$ cat src/hw/rtl/rfae_pkg.sv
`timescale 1ns / 1ps

package rfae_pkg;

	// register file geometry
	localparam int NUM_REGS   = 32;
	localparam int REG_ADDR_W = $clog2(NUM_REGS);
	localparam int REG_IDX_W  = 5;
	localparam int DATA_W     = 32;
	localparam int MODE_W     = 4;
	localparam int CNT_W      = $clog2(DATA_W);

	// operation codes as carried in the mode field
	typedef enum logic [MODE_W-1:0] {
		OP_ADD  = 4'd0,
		OP_ADDI = 4'd1,
		OP_SUB  = 4'd2,
		OP_MUL  = 4'd3,
		OP_DIV  = 4'd4,
		OP_AND  = 4'd5,
		OP_ANDI = 4'd6,
		OP_OR   = 4'd7,
		OP_ORI  = 4'd8,
		OP_XOR  = 4'd9,
		OP_XORI = 4'd10,
		OP_NOR  = 4'd11,
		OP_J    = 4'd12
	} op_t;

	typedef struct packed {
		logic [MODE_W-1:0]        mode;
		logic [REG_IDX_W-1:0]     dest_reg;
		logic [REG_IDX_W-1:0]     src1_reg;
		logic [REG_IDX_W-1:0]     src2_reg;
		logic signed [DATA_W-1:0] immediate;
	} cmd_word_t;

	typedef struct packed {
		logic signed [DATA_W-1:0] result_value;
		logic signed [DATA_W-1:0] first_source_value;
		logic signed [DATA_W-1:0] second_source_value;
		logic                     divide_error;
	} rsp_word_t;

	// register number lies inside the file
	function automatic logic idx_ok(input logic [REG_IDX_W-1:0] idx);
		return {{(32-REG_IDX_W){1'b0}}, idx} < 32'(NUM_REGS);
	endfunction

	function automatic logic [REG_ADDR_W-1:0] reg_addr(input logic [REG_IDX_W-1:0] idx);
		return REG_ADDR_W'(idx);
	endfunction

endpackage

$ cat src/hw/rtl/rfae_if.sv
`timescale 1ns / 1ps

// command channel: one decoded instruction per word
interface rfae_cmd_if;
	logic               valid;
	logic               ready;
	rfae_pkg::cmd_word_t data;

	modport source (output valid, output data, input ready);
	modport sink   (input valid, input data, output ready);
endinterface

// response channel: one result word per instruction
interface rfae_rsp_if;
	logic               valid;
	logic               ready;
	rfae_pkg::rsp_word_t data;

	modport source (output valid, output data, input ready);
	modport sink   (input valid, input data, output ready);
endinterface

$ cat src/hw/rtl/rfae_ram.sv
`timescale 1ns / 1ps

// simple dual port RAM, one write and one registered read port
module rfae_ram #(
	parameter int WIDTH = 32,
	parameter int DEPTH = 32
) (
	input  logic                     clk,
	input  logic                     we,
	input  logic [$clog2(DEPTH)-1:0] waddr,
	input  logic [WIDTH-1:0]         wdata,
	input  logic                     re,
	input  logic [$clog2(DEPTH)-1:0] raddr,
	output logic [WIDTH-1:0]         rdata
);

	logic [WIDTH-1:0] mem_q [DEPTH];

	always_ff @(posedge clk) begin
		if (we) begin
			mem_q[waddr] <= wdata;
		end
		if (re) begin
			rdata <= mem_q[raddr];
		end
	end

endmodule

$ cat src/hw/rtl/register_file_alu_execute_top.sv
`timescale 1ns / 1ps

// channel | dir | word       | fields
// cmd     | in  | cmd_word_t | mode, dest_reg, src1_reg, src2_reg, immediate
// rsp     | out | rsp_word_t | result_value, first_source_value,
//         |     |            | second_source_value, divide_error
//
// One instruction at a time. Three reads through the single RAM read port
// (src1, src2, dest) then execute: ADD/SUB/logic/J finish in the execute state,
// MUL runs shift-add (one bit a cycle on the shared adder), DIV runs two sign
// fixes, 32 restoring steps and a final negate on the same adder.
// Reset clears the per-register valid bits, so every register reads zero.
// A finished result waiting on the output slot keeps done set; cmd ready stays low.

module register_file_alu_execute_top (
	input  logic        clk,
	input  logic        arst_n,
	rfae_cmd_if.sink    cmd,
	rfae_rsp_if.source  rsp
);

	typedef enum logic [2:0] {
		S_IDLE,
		S_RDB,
		S_RDD,
		S_EXEC,
		S_MUL,
		S_ABSB,
		S_DIV,
		S_SIGN
	} state_t;

	state_t                              state_q;
	logic                                done_q;
	rfae_pkg::op_t                       op_q;
	logic [rfae_pkg::REG_IDX_W-1:0]      dst_q;
	logic [rfae_pkg::REG_IDX_W-1:0]      src2_q;
	logic [rfae_pkg::DATA_W-1:0]         x_q;
	logic [rfae_pkg::DATA_W-1:0]         y_q;
	logic [rfae_pkg::DATA_W-1:0]         acc_q;
	logic [rfae_pkg::DATA_W-1:0]         shf_q;
	logic [rfae_pkg::DATA_W-1:0]         res_q;
	logic [rfae_pkg::DATA_W-1:0]         src1_val_q;
	logic [rfae_pkg::DATA_W-1:0]         src2_val_q;
	logic [rfae_pkg::CNT_W-1:0]          cnt_q;
	logic                                neg_q;
	logic                                wr_q;
	logic                                err_q;
	logic                                rd_ok_q;
	logic [rfae_pkg::NUM_REGS-1:0]       vld_q;
	logic                                out_vld_q;
	rfae_pkg::rsp_word_t                 out_q;

	logic                                cmd_acc;
	logic                                rd_en;
	logic [rfae_pkg::REG_IDX_W-1:0]      rd_idx;
	logic [rfae_pkg::REG_ADDR_W-1:0]     rd_addr;
	logic [rfae_pkg::DATA_W-1:0]         ram_rdata;
	logic [rfae_pkg::DATA_W-1:0]         rdval;
	logic                                can_load;
	logic                                ram_we;
	logic [rfae_pkg::REG_ADDR_W-1:0]     ram_waddr;
	logic [rfae_pkg::DATA_W:0]           add_x;
	logic [rfae_pkg::DATA_W:0]           add_y;
	logic                                add_sub;
	logic [rfae_pkg::DATA_W+1:0]         add_sum;
	logic                                add_ge;
	logic [rfae_pkg::DATA_W-1:0]         mul_acc;
	logic                                is_imm;

	assign cmd.ready = (state_q == S_IDLE) && !done_q;
	assign cmd_acc   = cmd.valid && cmd.ready;
	assign rsp.valid = out_vld_q;
	assign rsp.data  = out_q;

	// read port sequencing: src1 at accept, then src2, then dest
	always_comb begin
		rd_en  = 1'b0;
		rd_idx = cmd.data.src1_reg;
		unique case (state_q)
			S_IDLE: begin
				rd_en  = cmd_acc;
				rd_idx = cmd.data.src1_reg;
			end
			S_RDB: begin
				rd_en  = 1'b1;
				rd_idx = src2_q;
			end
			S_RDD: begin
				rd_en  = 1'b1;
				rd_idx = dst_q;
			end
			default: begin
				rd_en  = 1'b0;
				rd_idx = dst_q;
			end
		endcase
	end

	assign rd_addr = rfae_pkg::reg_addr(rd_idx);
	assign rdval   = rd_ok_q ? ram_rdata : '0;

	// final word leaves when the output slot is free
	assign can_load  = done_q && (!out_vld_q || rsp.ready);
	assign ram_waddr = rfae_pkg::reg_addr(dst_q);
	assign ram_we    = can_load && wr_q && rfae_pkg::idx_ok(dst_q);

	rfae_ram #(
		.WIDTH (rfae_pkg::DATA_W),
		.DEPTH (rfae_pkg::NUM_REGS)
	) u_regs (
		.clk   (clk),
		.we    (ram_we),
		.waddr (ram_waddr),
		.wdata (res_q),
		.re    (rd_en),
		.raddr (rd_addr),
		.rdata (ram_rdata)
	);

	// shared adder operand selection
	always_comb begin
		add_x   = '0;
		add_y   = '0;
		add_sub = 1'b0;
		unique case (state_q)
			S_EXEC: begin
				if (op_q == rfae_pkg::OP_DIV) begin
					add_y   = {1'b0, x_q};
					add_sub = 1'b1;
				end else begin
					add_x   = {1'b0, x_q};
					add_y   = {1'b0, y_q};
					add_sub = (op_q == rfae_pkg::OP_SUB);
				end
			end
			S_MUL: begin
				add_x = {1'b0, acc_q};
				add_y = {1'b0, x_q};
			end
			S_ABSB: begin
				add_y   = {1'b0, y_q};
				add_sub = 1'b1;
			end
			S_DIV: begin
				add_x   = {acc_q, shf_q[rfae_pkg::DATA_W-1]};
				add_y   = {1'b0, y_q};
				add_sub = 1'b1;
			end
			S_SIGN: begin
				add_y   = {1'b0, shf_q};
				add_sub = 1'b1;
			end
			default: begin
				add_sub = 1'b0;
			end
		endcase
	end

	assign add_sum = {1'b0, add_x} + {1'b0, (add_sub ? ~add_y : add_y)}
		+ {{(rfae_pkg::DATA_W+1){1'b0}}, add_sub};
	// carry out on subtract means no borrow
	assign add_ge  = add_sum[rfae_pkg::DATA_W+1];
	assign mul_acc = shf_q[0] ? add_sum[rfae_pkg::DATA_W-1:0] : acc_q;

	assign is_imm = (op_q == rfae_pkg::OP_ADDI) || (op_q == rfae_pkg::OP_ANDI)
		|| (op_q == rfae_pkg::OP_ORI) || (op_q == rfae_pkg::OP_XORI);

	// sequencer, datapath registers and output word
	always_ff @(posedge clk or negedge arst_n) begin
		if (!arst_n) begin
			state_q    <= S_IDLE;
			done_q     <= 1'b0;
			op_q       <= rfae_pkg::OP_J;
			dst_q      <= '0;
			src2_q     <= '0;
			x_q        <= '0;
			y_q        <= '0;
			acc_q      <= '0;
			shf_q      <= '0;
			res_q      <= '0;
			src1_val_q <= '0;
			src2_val_q <= '0;
			cnt_q      <= '0;
			neg_q      <= 1'b0;
			wr_q       <= 1'b0;
			err_q      <= 1'b0;
			rd_ok_q    <= 1'b0;
			vld_q      <= '0;
			out_vld_q  <= 1'b0;
			out_q      <= '0;
		end else begin
			if (rd_en) begin
				rd_ok_q <= rfae_pkg::idx_ok(rd_idx) && vld_q[rd_addr];
			end
			if (ram_we) begin
				vld_q[ram_waddr] <= 1'b1;
			end
			if (rsp.ready) begin
				out_vld_q <= 1'b0;
			end
			if (can_load) begin
				out_vld_q                 <= 1'b1;
				out_q.result_value        <= res_q;
				out_q.first_source_value  <= src1_val_q;
				out_q.second_source_value <= src2_val_q;
				out_q.divide_error        <= err_q;
				done_q                    <= 1'b0;
			end

			unique case (state_q)
				S_IDLE: begin
					if (cmd_acc) begin
						op_q    <= rfae_pkg::op_t'(cmd.data.mode);
						dst_q   <= cmd.data.dest_reg;
						src2_q  <= cmd.data.src2_reg;
						y_q     <= cmd.data.immediate;
						wr_q    <= 1'b0;
						err_q   <= 1'b0;
						state_q <= S_RDB;
					end
				end
				S_RDB: begin
					src1_val_q <= rdval;
					x_q        <= rdval;
					state_q    <= S_RDD;
				end
				S_RDD: begin
					src2_val_q <= rdval;
					if (!is_imm) begin
						y_q <= rdval;
					end
					state_q <= S_EXEC;
				end
				S_EXEC: begin
					// old dest value stands unless a write replaces it
					res_q   <= rdval;
					state_q <= S_IDLE;
					done_q  <= 1'b1;
					unique case (op_q)
						rfae_pkg::OP_ADD, rfae_pkg::OP_ADDI, rfae_pkg::OP_SUB: begin
							res_q <= add_sum[rfae_pkg::DATA_W-1:0];
							wr_q  <= 1'b1;
						end
						rfae_pkg::OP_AND, rfae_pkg::OP_ANDI: begin
							res_q <= x_q & y_q;
							wr_q  <= 1'b1;
						end
						rfae_pkg::OP_OR, rfae_pkg::OP_ORI: begin
							res_q <= x_q | y_q;
							wr_q  <= 1'b1;
						end
						rfae_pkg::OP_XOR, rfae_pkg::OP_XORI: begin
							res_q <= x_q ^ y_q;
							wr_q  <= 1'b1;
						end
						rfae_pkg::OP_NOR: begin
							res_q <= ~(x_q | y_q);
							wr_q  <= 1'b1;
						end
						rfae_pkg::OP_MUL: begin
							acc_q   <= '0;
							shf_q   <= y_q;
							cnt_q   <= '1;
							state_q <= S_MUL;
							done_q  <= 1'b0;
						end
						rfae_pkg::OP_DIV: begin
							if (y_q == '0) begin
								err_q <= 1'b1;
							end else begin
								shf_q   <= x_q[rfae_pkg::DATA_W-1] ?
									add_sum[rfae_pkg::DATA_W-1:0] : x_q;
								neg_q   <= x_q[rfae_pkg::DATA_W-1] ^
									y_q[rfae_pkg::DATA_W-1];
								state_q <= S_ABSB;
								done_q  <= 1'b0;
							end
						end
						default: begin
							// jump and unused codes: no write
							wr_q <= 1'b0;
						end
					endcase
				end
				S_MUL: begin
					acc_q <= mul_acc;
					x_q   <= {x_q[rfae_pkg::DATA_W-2:0], 1'b0};
					shf_q <= {1'b0, shf_q[rfae_pkg::DATA_W-1:1]};
					cnt_q <= cnt_q - rfae_pkg::CNT_W'(1);
					if (cnt_q == '0) begin
						res_q   <= mul_acc;
						wr_q    <= 1'b1;
						state_q <= S_IDLE;
						done_q  <= 1'b1;
					end
				end
				S_ABSB: begin
					y_q     <= y_q[rfae_pkg::DATA_W-1] ?
						add_sum[rfae_pkg::DATA_W-1:0] : y_q;
					acc_q   <= '0;
					cnt_q   <= '1;
					state_q <= S_DIV;
				end
				S_DIV: begin
					// restoring step: one quotient bit
					acc_q <= add_ge ? add_sum[rfae_pkg::DATA_W-1:0] :
						add_x[rfae_pkg::DATA_W-1:0];
					shf_q <= {shf_q[rfae_pkg::DATA_W-2:0], add_ge};
					cnt_q <= cnt_q - rfae_pkg::CNT_W'(1);
					if (cnt_q == '0) begin
						state_q <= S_SIGN;
					end
				end
				S_SIGN: begin
					res_q   <= neg_q ? add_sum[rfae_pkg::DATA_W-1:0] : shf_q;
					wr_q    <= 1'b1;
					state_q <= S_IDLE;
					done_q  <= 1'b1;
				end
				default: begin
					state_q <= S_IDLE;
				end
			endcase
		end
	end

`ifndef SYNTHESIS
	// register writes only come from a finished computing instruction
	a_we_done: assert property (@(posedge clk) disable iff (!arst_n)
		ram_we |-> (done_q && wr_q && !err_q))
		else $error("register write outside completion");

	// a written register reads back as valid afterwards
	a_vld_set: assert property (@(posedge clk) disable iff (!arst_n)
		ram_we |=> vld_q[$past(ram_waddr)])
		else $error("valid bit not set after write");

	// last restoring step hands over to the sign fix
	a_div_end: assert property (@(posedge clk) disable iff (!arst_n)
		(state_q == S_DIV && cnt_q == '0) |=> (state_q == S_SIGN))
		else $error("divide sequence did not end");

	// divide error only ever reported for a divide
	a_err_op: assert property (@(posedge clk) disable iff (!arst_n)
		(can_load && err_q) |-> (op_q == rfae_pkg::OP_DIV && !wr_q))
		else $error("divide error on wrong operation");
`endif

endmodule

$ cat src/flat_wrapper.sv
// flat-port wrapper written by rule: the top's interface ports become plain ports
module register_file_alu_execute_top_flat 
  (clk, arst_n, cmd_valid, cmd_data, cmd_ready, rsp_valid, rsp_data, rsp_ready);
  rfae_cmd_if cmd_i ();
  rfae_rsp_if rsp_i ();
  input  logic clk;
  input  logic arst_n;
  input wire logic [$bits(cmd_i.valid)-1:0] cmd_valid;
  input wire logic [$bits(cmd_i.data)-1:0] cmd_data;
  output wire logic [$bits(cmd_i.ready)-1:0] cmd_ready;
  output wire logic [$bits(rsp_i.valid)-1:0] rsp_valid;
  output wire logic [$bits(rsp_i.data)-1:0] rsp_data;
  input wire logic [$bits(rsp_i.ready)-1:0] rsp_ready;
  assign cmd_i.valid = cmd_valid;
  assign cmd_i.data = cmd_data;
  assign cmd_ready = cmd_i.ready;
  assign rsp_valid = rsp_i.valid;
  assign rsp_data = rsp_i.data;
  assign rsp_i.ready = rsp_ready;
  register_file_alu_execute_top u_core (.clk(clk), .arst_n(arst_n), .cmd(cmd_i), .rsp(rsp_i));
endmodule
$ cat config.mk
export PLATFORM = sky130hd
export DESIGN_NAME = register_file_alu_execute_top_flat
export DESIGN_NICKNAME = d
export VERILOG_FILES = /design/src/hw/rtl/rfae_pkg.sv /design/src/hw/rtl/rfae_if.sv /design/src/hw/rtl/rfae_ram.sv /design/src/hw/rtl/register_file_alu_execute_top.sv /design/src/flat_wrapper.sv
export SDC_FILE = /design/constraint.sdc
export NUM_CORES = 2
export LEC_CHECK = 0
export ABC_AREA = 0
export BUFFER_PORTS_ARGS = -buffer_cell sky130_fd_sc_hd__buf_4
export CAP_MARGIN = 20
export CORE_AREA = 2 2 511 513
export DETAILED_ROUTE_END_ITERATION = 6
export DIE_AREA = 0 0 513 515
export PLACE_DENSITY = 0.49
export SYNTH_ARGS = -nofsm -noshare
export SYNTH_HDL_FRONTEND = slang
export SYNTH_SLANG_ARGS = --single-unit
$ cat constraint.sdc
create_clock -name clk -period 12.91 [get_ports clk]
set_input_delay 1.291 -clock clk [delete_from_list [all_inputs] [get_ports clk]]
set_output_delay 1.291 -clock clk [all_outputs]
set_load 0.01 [all_outputs]
== Word-level counts from Yosys, hierarchy flattened ==
Memories as Yosys holds them, arrays and structs flattened. A register that Yosys moved wholly into a read port is not among the register bits.
Index checks and enable logic that the tools add are counted.

* Register bits: 381
* Latch bits: 0
* Memory bits (writable): 1024
* ROM bits: 0
* Input port bits: 55
* Output and inout port bits: 99
* Memories kept: 1

{| class="wikitable"
|+ Memory list
! memory !! words !! width !! read ports !! clocked after memory_dff !! write ports !! RTL line !! RTL
|-
| u_core.u_regs.mem_q || 32 || 32 || 1 || 1 || 1 || rfae_ram.sv:17 || <nowiki>logic [WIDTH-1:0] mem_q [DEPTH];</nowiki>
|}

* Add/sub/neg operators: 3
* Multiply operators: 0
* Divide/modulo/power cells: 0
* Magnitude comparators: 3
* Equality and inequality tests: 29
* Shifts and indexed selects: 0
* Muxes and demuxes: 55
* Bitwise gates (word level): 8
* Reductions and logical operators: 45

{| class="wikitable"
|+ Operators by type and width
! cell !! number
|-
| two-way mux 32 bit || 13
|-
| one-hot mux 32 bit (3 select lines) || 3
|-
| one-hot mux 32 bit (5 select lines) || 1
|-
| one-hot mux 33 bit (4 select lines) || 1
|-
| one-hot mux 32 bit (2 select lines) || 2
|-
| one-hot mux 32 bit (4 select lines) || 1
|-
| one-hot mux 33 bit (3 select lines) || 1
|-
| bitwise OR 32 bit || 2
|-
| adder 33 x 33 -> 34 bit || 1
|-
| adder 34 x 1 -> 34 bit || 1
|-
| two-way mux 33 bit || 1
|-
| inverter 33 bit || 1
|-
| bitwise AND 32 bit || 1
|-
| zero test 32 bit || 1
|-
| inverter 32 bit || 1
|-
| bitwise XOR 32 bit || 1
|-
| one-hot mux 3 bit (8 select lines) || 1
|-
| equality test 4 x 3 -> 1 bit, second input constant || 4
|-
| equality test 4 bit, second input constant || 4
|-
| one-hot mux 5 bit (3 select lines) || 1
|-
| two-way mux 1 bit || 14
|-
| OR reduction 2 bit || 7
|-
| equality test 3 bit, second input constant || 4
|-
| < comparator 5 x 6 -> 1 bit, second input constant || 2
|-
| other kinds (35) || 74
|}

== Longest topological paths before layout ==
* Depth after elaboration: 11
* Depth in mapped cells: 23
* Depth with buffers taken out: 17

== Hierarchy ==
Synthesis repeated with hierarchy kept, for this count alone.

* Cell total of the unflattened synthesis: 4996
* Area, all modules: 64285.4 µm²

{| class="wikitable"
|+ Modules (own cells, without submodules)
! module !! times used !! cells an instance !! area an instance (µm²) !! sequential area each (µm²)
|-
| rfae_ram || 1 || 2260 || 40812.9 || 31710.4
|-
| register_file_alu_execute_top || 1 || 2736 || 23472.5 || 9536.6
|}

== Least setup slack after synthesis ==
OpenSTA, ideal clock, no wires.

* Path kind: register to register
* From: reg u_core.state_q[0]
* To: reg u_core.acc_q[24] (netlist name)
* Setup time: 126 ps
* Arrival: 4582 ps
* Data required time: 12784 ps
* Path slack: 8202 ps
* Stages on the path, launching flop included: 21
* Path through: dfrtp_1 buf_2 buf_1 inv_1 nor2_1 nand2_1 clkbuf_1 clkbuf_1 a21oi_1 a21oi_1 xnor2_1 fa_1 a21o_1 a221o_1 a21oi_1 a21oi_1 a311o_1 a21oi_1 xor2_1 mux2i_1 a221o_1

* Cells in the longest elaborated chain, start to end: 9
* Elaborated cells on any way between the ends: 20
* Those cells by class: add/sub: 2; eq/ne: 6; mux: 7; bitwise: 1; reduce/logical: 4

{| class="wikitable"
|+ RTL lines
! what !! RTL line !! RTL
|-
| start, declared || register_file_alu_execute_top.sv:33 || <nowiki>state_t state_q;</nowiki>
|-
| start signal, assigned || register_file_alu_execute_top.sv:172 || <nowiki>state_q <= S_IDLE;</nowiki>
|-
| start signal, assigned || register_file_alu_execute_top.sv:220 || <nowiki>state_q <= S_RDB;</nowiki>
|-
| start signal, assigned || register_file_alu_execute_top.sv:226 || <nowiki>state_q <= S_RDD;</nowiki>
|-
| equality test 3 bit || register_file_alu_execute_top.sv:126, register_file_alu_execute_top.sv:211 ||
|-
| OR reduction 2 bit (no source line) || -- ||
|-
| one-hot mux 33 bit (4 select lines) || register_file_alu_execute_top.sv:126 || <nowiki>unique case (state_q)</nowiki>
|-
| inverter 33 bit || register_file_alu_execute_top.sv:160 || <nowiki>assign add_sum = {1'b0, add_x} + {1'b0, (add_sub ? ~add_y : add_y)}</nowiki>
|-
| two-way mux 33 bit || register_file_alu_execute_top.sv:160 ||
|-
| adder 33 x 33 -> 34 bit || register_file_alu_execute_top.sv:160 ||
|-
| adder 34 x 1 -> 34 bit || register_file_alu_execute_top.sv:161 || <nowiki>+ {{(rfae_pkg::DATA_W+1){1'b0}}, add_sub};</nowiki>
|-
| two-way mux 32 bit (on tied branches) || register_file_alu_execute_top.sv:307, register_file_alu_execute_top.sv:164 ||
|-
| one-hot mux 32 bit (4 select lines) || register_file_alu_execute_top.sv:211 || <nowiki>unique case (state_q)</nowiki>
|-
| end signal, assigned || register_file_alu_execute_top.sv:287 || <nowiki>acc_q <= mul_acc;</nowiki>
|-
| end signal, assigned || register_file_alu_execute_top.sv:307 || <nowiki>acc_q <= add_ge ? add_sum[rfae_pkg::DATA_W-1:0] :</nowiki>
|-
| end, declared || register_file_alu_execute_top.sv:40 || <nowiki>logic [rfae_pkg::DATA_W-1:0] acc_q;</nowiki>
|}

Several ways; a longest one is shown, not always the timed one.
A chain may end at the register's enable or synchronous reset.

== Worst setup path after layout ==
* From: reg u_core.state_q[1]
* To: reg u_core.acc_q[18] (netlist name)

Same word-level chain as after synthesis.

==> results.toml <==
[clock_network]
cts-buffers-inserted = 157
holdBufCountCts = 0
tritoncts = "yes"
clk_latency_ns = 0.80
cts_setup_buffers = 0
cts-root-buf = "clkbuf_16"
cts_max_path_buffers = 3
clock_sinks = 1437
cts_max_level = 4
clk_pin_slew_worst_paths_ns = 0.06
postCtsResizedCells = 0

[critical_path]
rr_worst_depth = 18
start_kind = "flip-flop"
cp_max_fo = 111
regToRegSetupSlack_ns = 5.91
critical_path_required_ns = 13.59
worstReg2RegEnd = "u_core.acc_q[18]"
crit_chain = "buf_12, inv_1, nor2_1, nand2_1, nor2_4, nand2_1, o21ai_0, ha_1, a21o_1, a31oi_1, o2111a_1, a31oi_4, a311oi_1, o31ai_4, buf_4, mux2i_1, nor2_1, a211o_1"
crit_type = "reg -> reg"
critical_path_arrival_ns = 7.67
cp-end-kind = "flip-flop"
crit_end = "u_core.acc_q[18]"
max_stage_delay_ns = 0.93
slowest_stage = "dfrtp_4"
reg2reg_from = "u_core.state_q[1]"
crit_start = "u_core.state_q[1]"

[synth]
async_reset_ff_share_pct = 26.5
synth-edff-count = 1056
synth_cell_type_count = 86
synthFlopType = "edfxtp_1"
yosysWarnings = 0
yosysSeqAreaShare_pct = 64.2
netlist_area_mm2 = 0.0643
synth.avg_cell_area_um2 = 14.8
synth.ff_latch_count = 1437
syn-num-nets = 4500
syn_inst = 4346

[power_and_ir_drop]
p_int_mw = 12.0
swShare_pct = 40.3
sequentialPowerShare_pct = 34.0
p_sw_mw = 8.13
irDropWorstVdd_v = 0.000241
powerDensity_mw_per_mm2 = 267
comb_power_share_pct = 43.6
power_frac_clock_pct = 22.4
p_leak_nw = 27.0

[global_route]
grt_antenna_before_repair = 12
grt_overflow = 0
grt_max_degree = 116
gr-usage-all-layers_pct = 16.3
grt_pass1_vias = 40600
grt_pass1_wl_mm = 313

[run_status]
status = "complete, no violations"

[detailed_routing]
vias_per_cell = 5.04
dr.pass1.iters = 6
remaining_drc_errors = 0
wl_per_cell_um = 27.4
drt-total-wl_mm = 221
drt_iter0_drc = 4407
num_vias = 40600
ant_nets = 0

[timing]
drv_slew = 0
slew_headroom_pct = 21.4
setup_violations = 0
clock_skew_ns = 0.0422
whs_ns = 0.461
worst_pin_slew_ns = 1.18
rsz0062_at_grt = "no"
fmax_mhz = 143
finalSetupTns_ns = 0
fin_crit_sh_pct = 54.2
timing.final.hold_violations = 0
period_minus_slack_ns = 7.00

[worst_hold_path]
hold_path_class = "reg -> reg"
worstHoldStart = "u_core.vld_q[25]"

[floorplanning]
die_area_mm2 = 0.264
core_area_mm2 = 0.259
ios = 154
die_h_um = 515
start_util_pct = 24.9
die_w_um = 513
rows = 187

[placed_design]
routabilityCongestion = 0.912
dp_hpwl_mm = 136
dp.cells = 7754
io_buffers = 153

[final_layout]
drive_gt1_share_pct = 23.5
nets = 4670
fill_cells = 25800
instances_no_fill = 8061
syn_to_final_growth_pct = 17.4

[flow_run]
max_cap_violations = 0
flip-flops by register name, indices dropped and copies added (netlist names), 3 cells and up:
register / cells
u_core.vld_q: 32
u_core.cnt_q: 5
u_core.shf_q: 32
u_core.rsp.data: 97
u_core.op_q: 4
u_core.acc_q: 32
u_core.dst_q: 5
u_core.src2_val_q: 32
u_core.src2_q: 5
u_core.u_regs.mem_q: 1024
u_core.u_regs.rdata: 32
u_core.state_q: 3
u_core.y_q: 32
u_core.x_q: 32
u_core.res_q: 32
u_core.src1_val_q: 32
per-layer routing:
metal	part of all wire, %	global-route usage (%)
met1	44	22.3
met2	47	26.4
met3	6.2	2.78
met4	3.1	5.14
met5	0.0032	0
Yosys cell counts (all sizes together), types with 4 or more instances:
master	number	area share (%)
o221ai	7	0.095
nand3	22	0.17
o21ai	217	1.7
nor3	12	0.093
o21bai	4	0.047
xnor2	50	0.72
nand2b	13	0.13
ha	98	1.9
nor2	266	1.6
a2111oi	7	0.095
o31ai	5	0.066
or2	35	0.34
o22a	4	0.054
a221o	44	0.69
inv	82	0.48
nor2b	13	0.13
and3	17	0.17
o21a	8	0.093
a222oi	11	0.17
and2	11	0.11
a22oi	33	0.39
xor2	10	0.14
dfrtp	379	15
mux2	185	3.2
a21o	80	0.93
a221oi	57	0.78
a31oi	27	0.29
mux4	264	9.2
clkbuf	205	1.2
nor4	11	0.11
o22ai	19	0.18
nand2	353	2.1
o211ai	53	0.62
a211oi	31	0.38
o32a	4	0.062
a21oi	257	2.0
a211o	11	0.15
mux2i	220	3.4
nand4	6	0.058
o211a	28	0.44
edfxtp	1056	49
nor3b	4	0.047
buf	79	0.60
cell usage in the layout (no fill, tap or decap), types with 32 or more instances in the layout:
master / n
mux2i_1: 220
o21ai_0: 178
inv_1: 81
clkbuf_1: 33
nand2_1: 347
edfxtp_1: 1056
dfrtp_1: 374
mux2_2: 184
o21ai_1: 32
a221o_1: 44
a21o_1: 80
a221oi_1: 57
a22oi_1: 33
or2_2: 35
xnor2_1: 47
ha_1: 98
clkbuf_16: 161
a21oi_1: 254
mux4_2: 264
nor2_1: 225
nor2_4: 36
o211ai_1: 53
buf_4: 279
through the flow:
| step | power, mW | area [µm²] | utilization (%) | worst slack (ns) |
|---|---|---|---|---|
| after floorplan | 12.1 | 64300 | - | 8.20 |
| after global placement | 15.6 | 70100 | 27.1 | 6.00 |
| after detailed placement | 15.7 | 70200 | 27.1 | 5.98 |
| after CTS | 20.2 | 75300 | 29.1 | 5.97 |
| after global routing | 21.1 | 75500 | 29.2 | 5.43 |
| final | 20.2 | 75500 | 29.2 | 5.91 |
worst min-delay path by stage:
stage | to | slack [ns] | cells past startpoint
finish | u_core.vld_q[25] | 0.46 | 1
floorplan | u_core.vld_q[13] | 0.43 | 1
global placement | u_core.vld_q[28] | 0.45 | 1
detailed placement | u_core.vld_q[25] | 0.45 | 1
CTS | u_core.vld_q[25] | 0.46 | 1
global route | u_core.vld_q[21] | 0.47 | 1
power by group through the flow:
stage	Sequential [mW]	Combinational, mW	Clock (mW)
after global placement	7.02	8.56	0
after global routing	6.91	9.39	4.80
after floorplan	6.83	5.32	0
after detailed placement	7.00	8.70	0
final	6.86	8.79	4.52
after CTS	6.91	8.72	4.62
final cells by class:
cell class	instances	area [µm²]	area share, %
flip-flops and latches	1437	41300	54.7
inverters	83	312	0.413
clock buffers	203	4280	5.67
repair buffers	295	2430	3.22
well taps	3402	4260	5.64
clock inverters	90	902	1.20
diodes	9	22.5	0.0298
multi-input cells	2542	22000	29.2
critical path, delay by kind of cell (launching register included):
family / cells / cell delay (ns)
flip-flops: 1 / 0.93
AND/OR/NAND/NOR: 5 / 1.66
multiplexers: 1 / 0.25
adder cells (fa/ha/maj): 1 / 0.41
AO/OA/AOI/OAI: 8 / 2.06
buffers and inverters: 3 / 1.45
cells by family after synthesis:
| family | synth area share [%] |
|---|---|
| simple gates | 5.15 |
| xor+xnor | 0.852 |
| compound gates | 9.69 |
| flops | 64.2 |
| fa+ha+maj | 1.94 |
| buf+inv | 2.28 |
| mux | 15.9 |
Note: power is estimated with default switching activity, not from simulation.
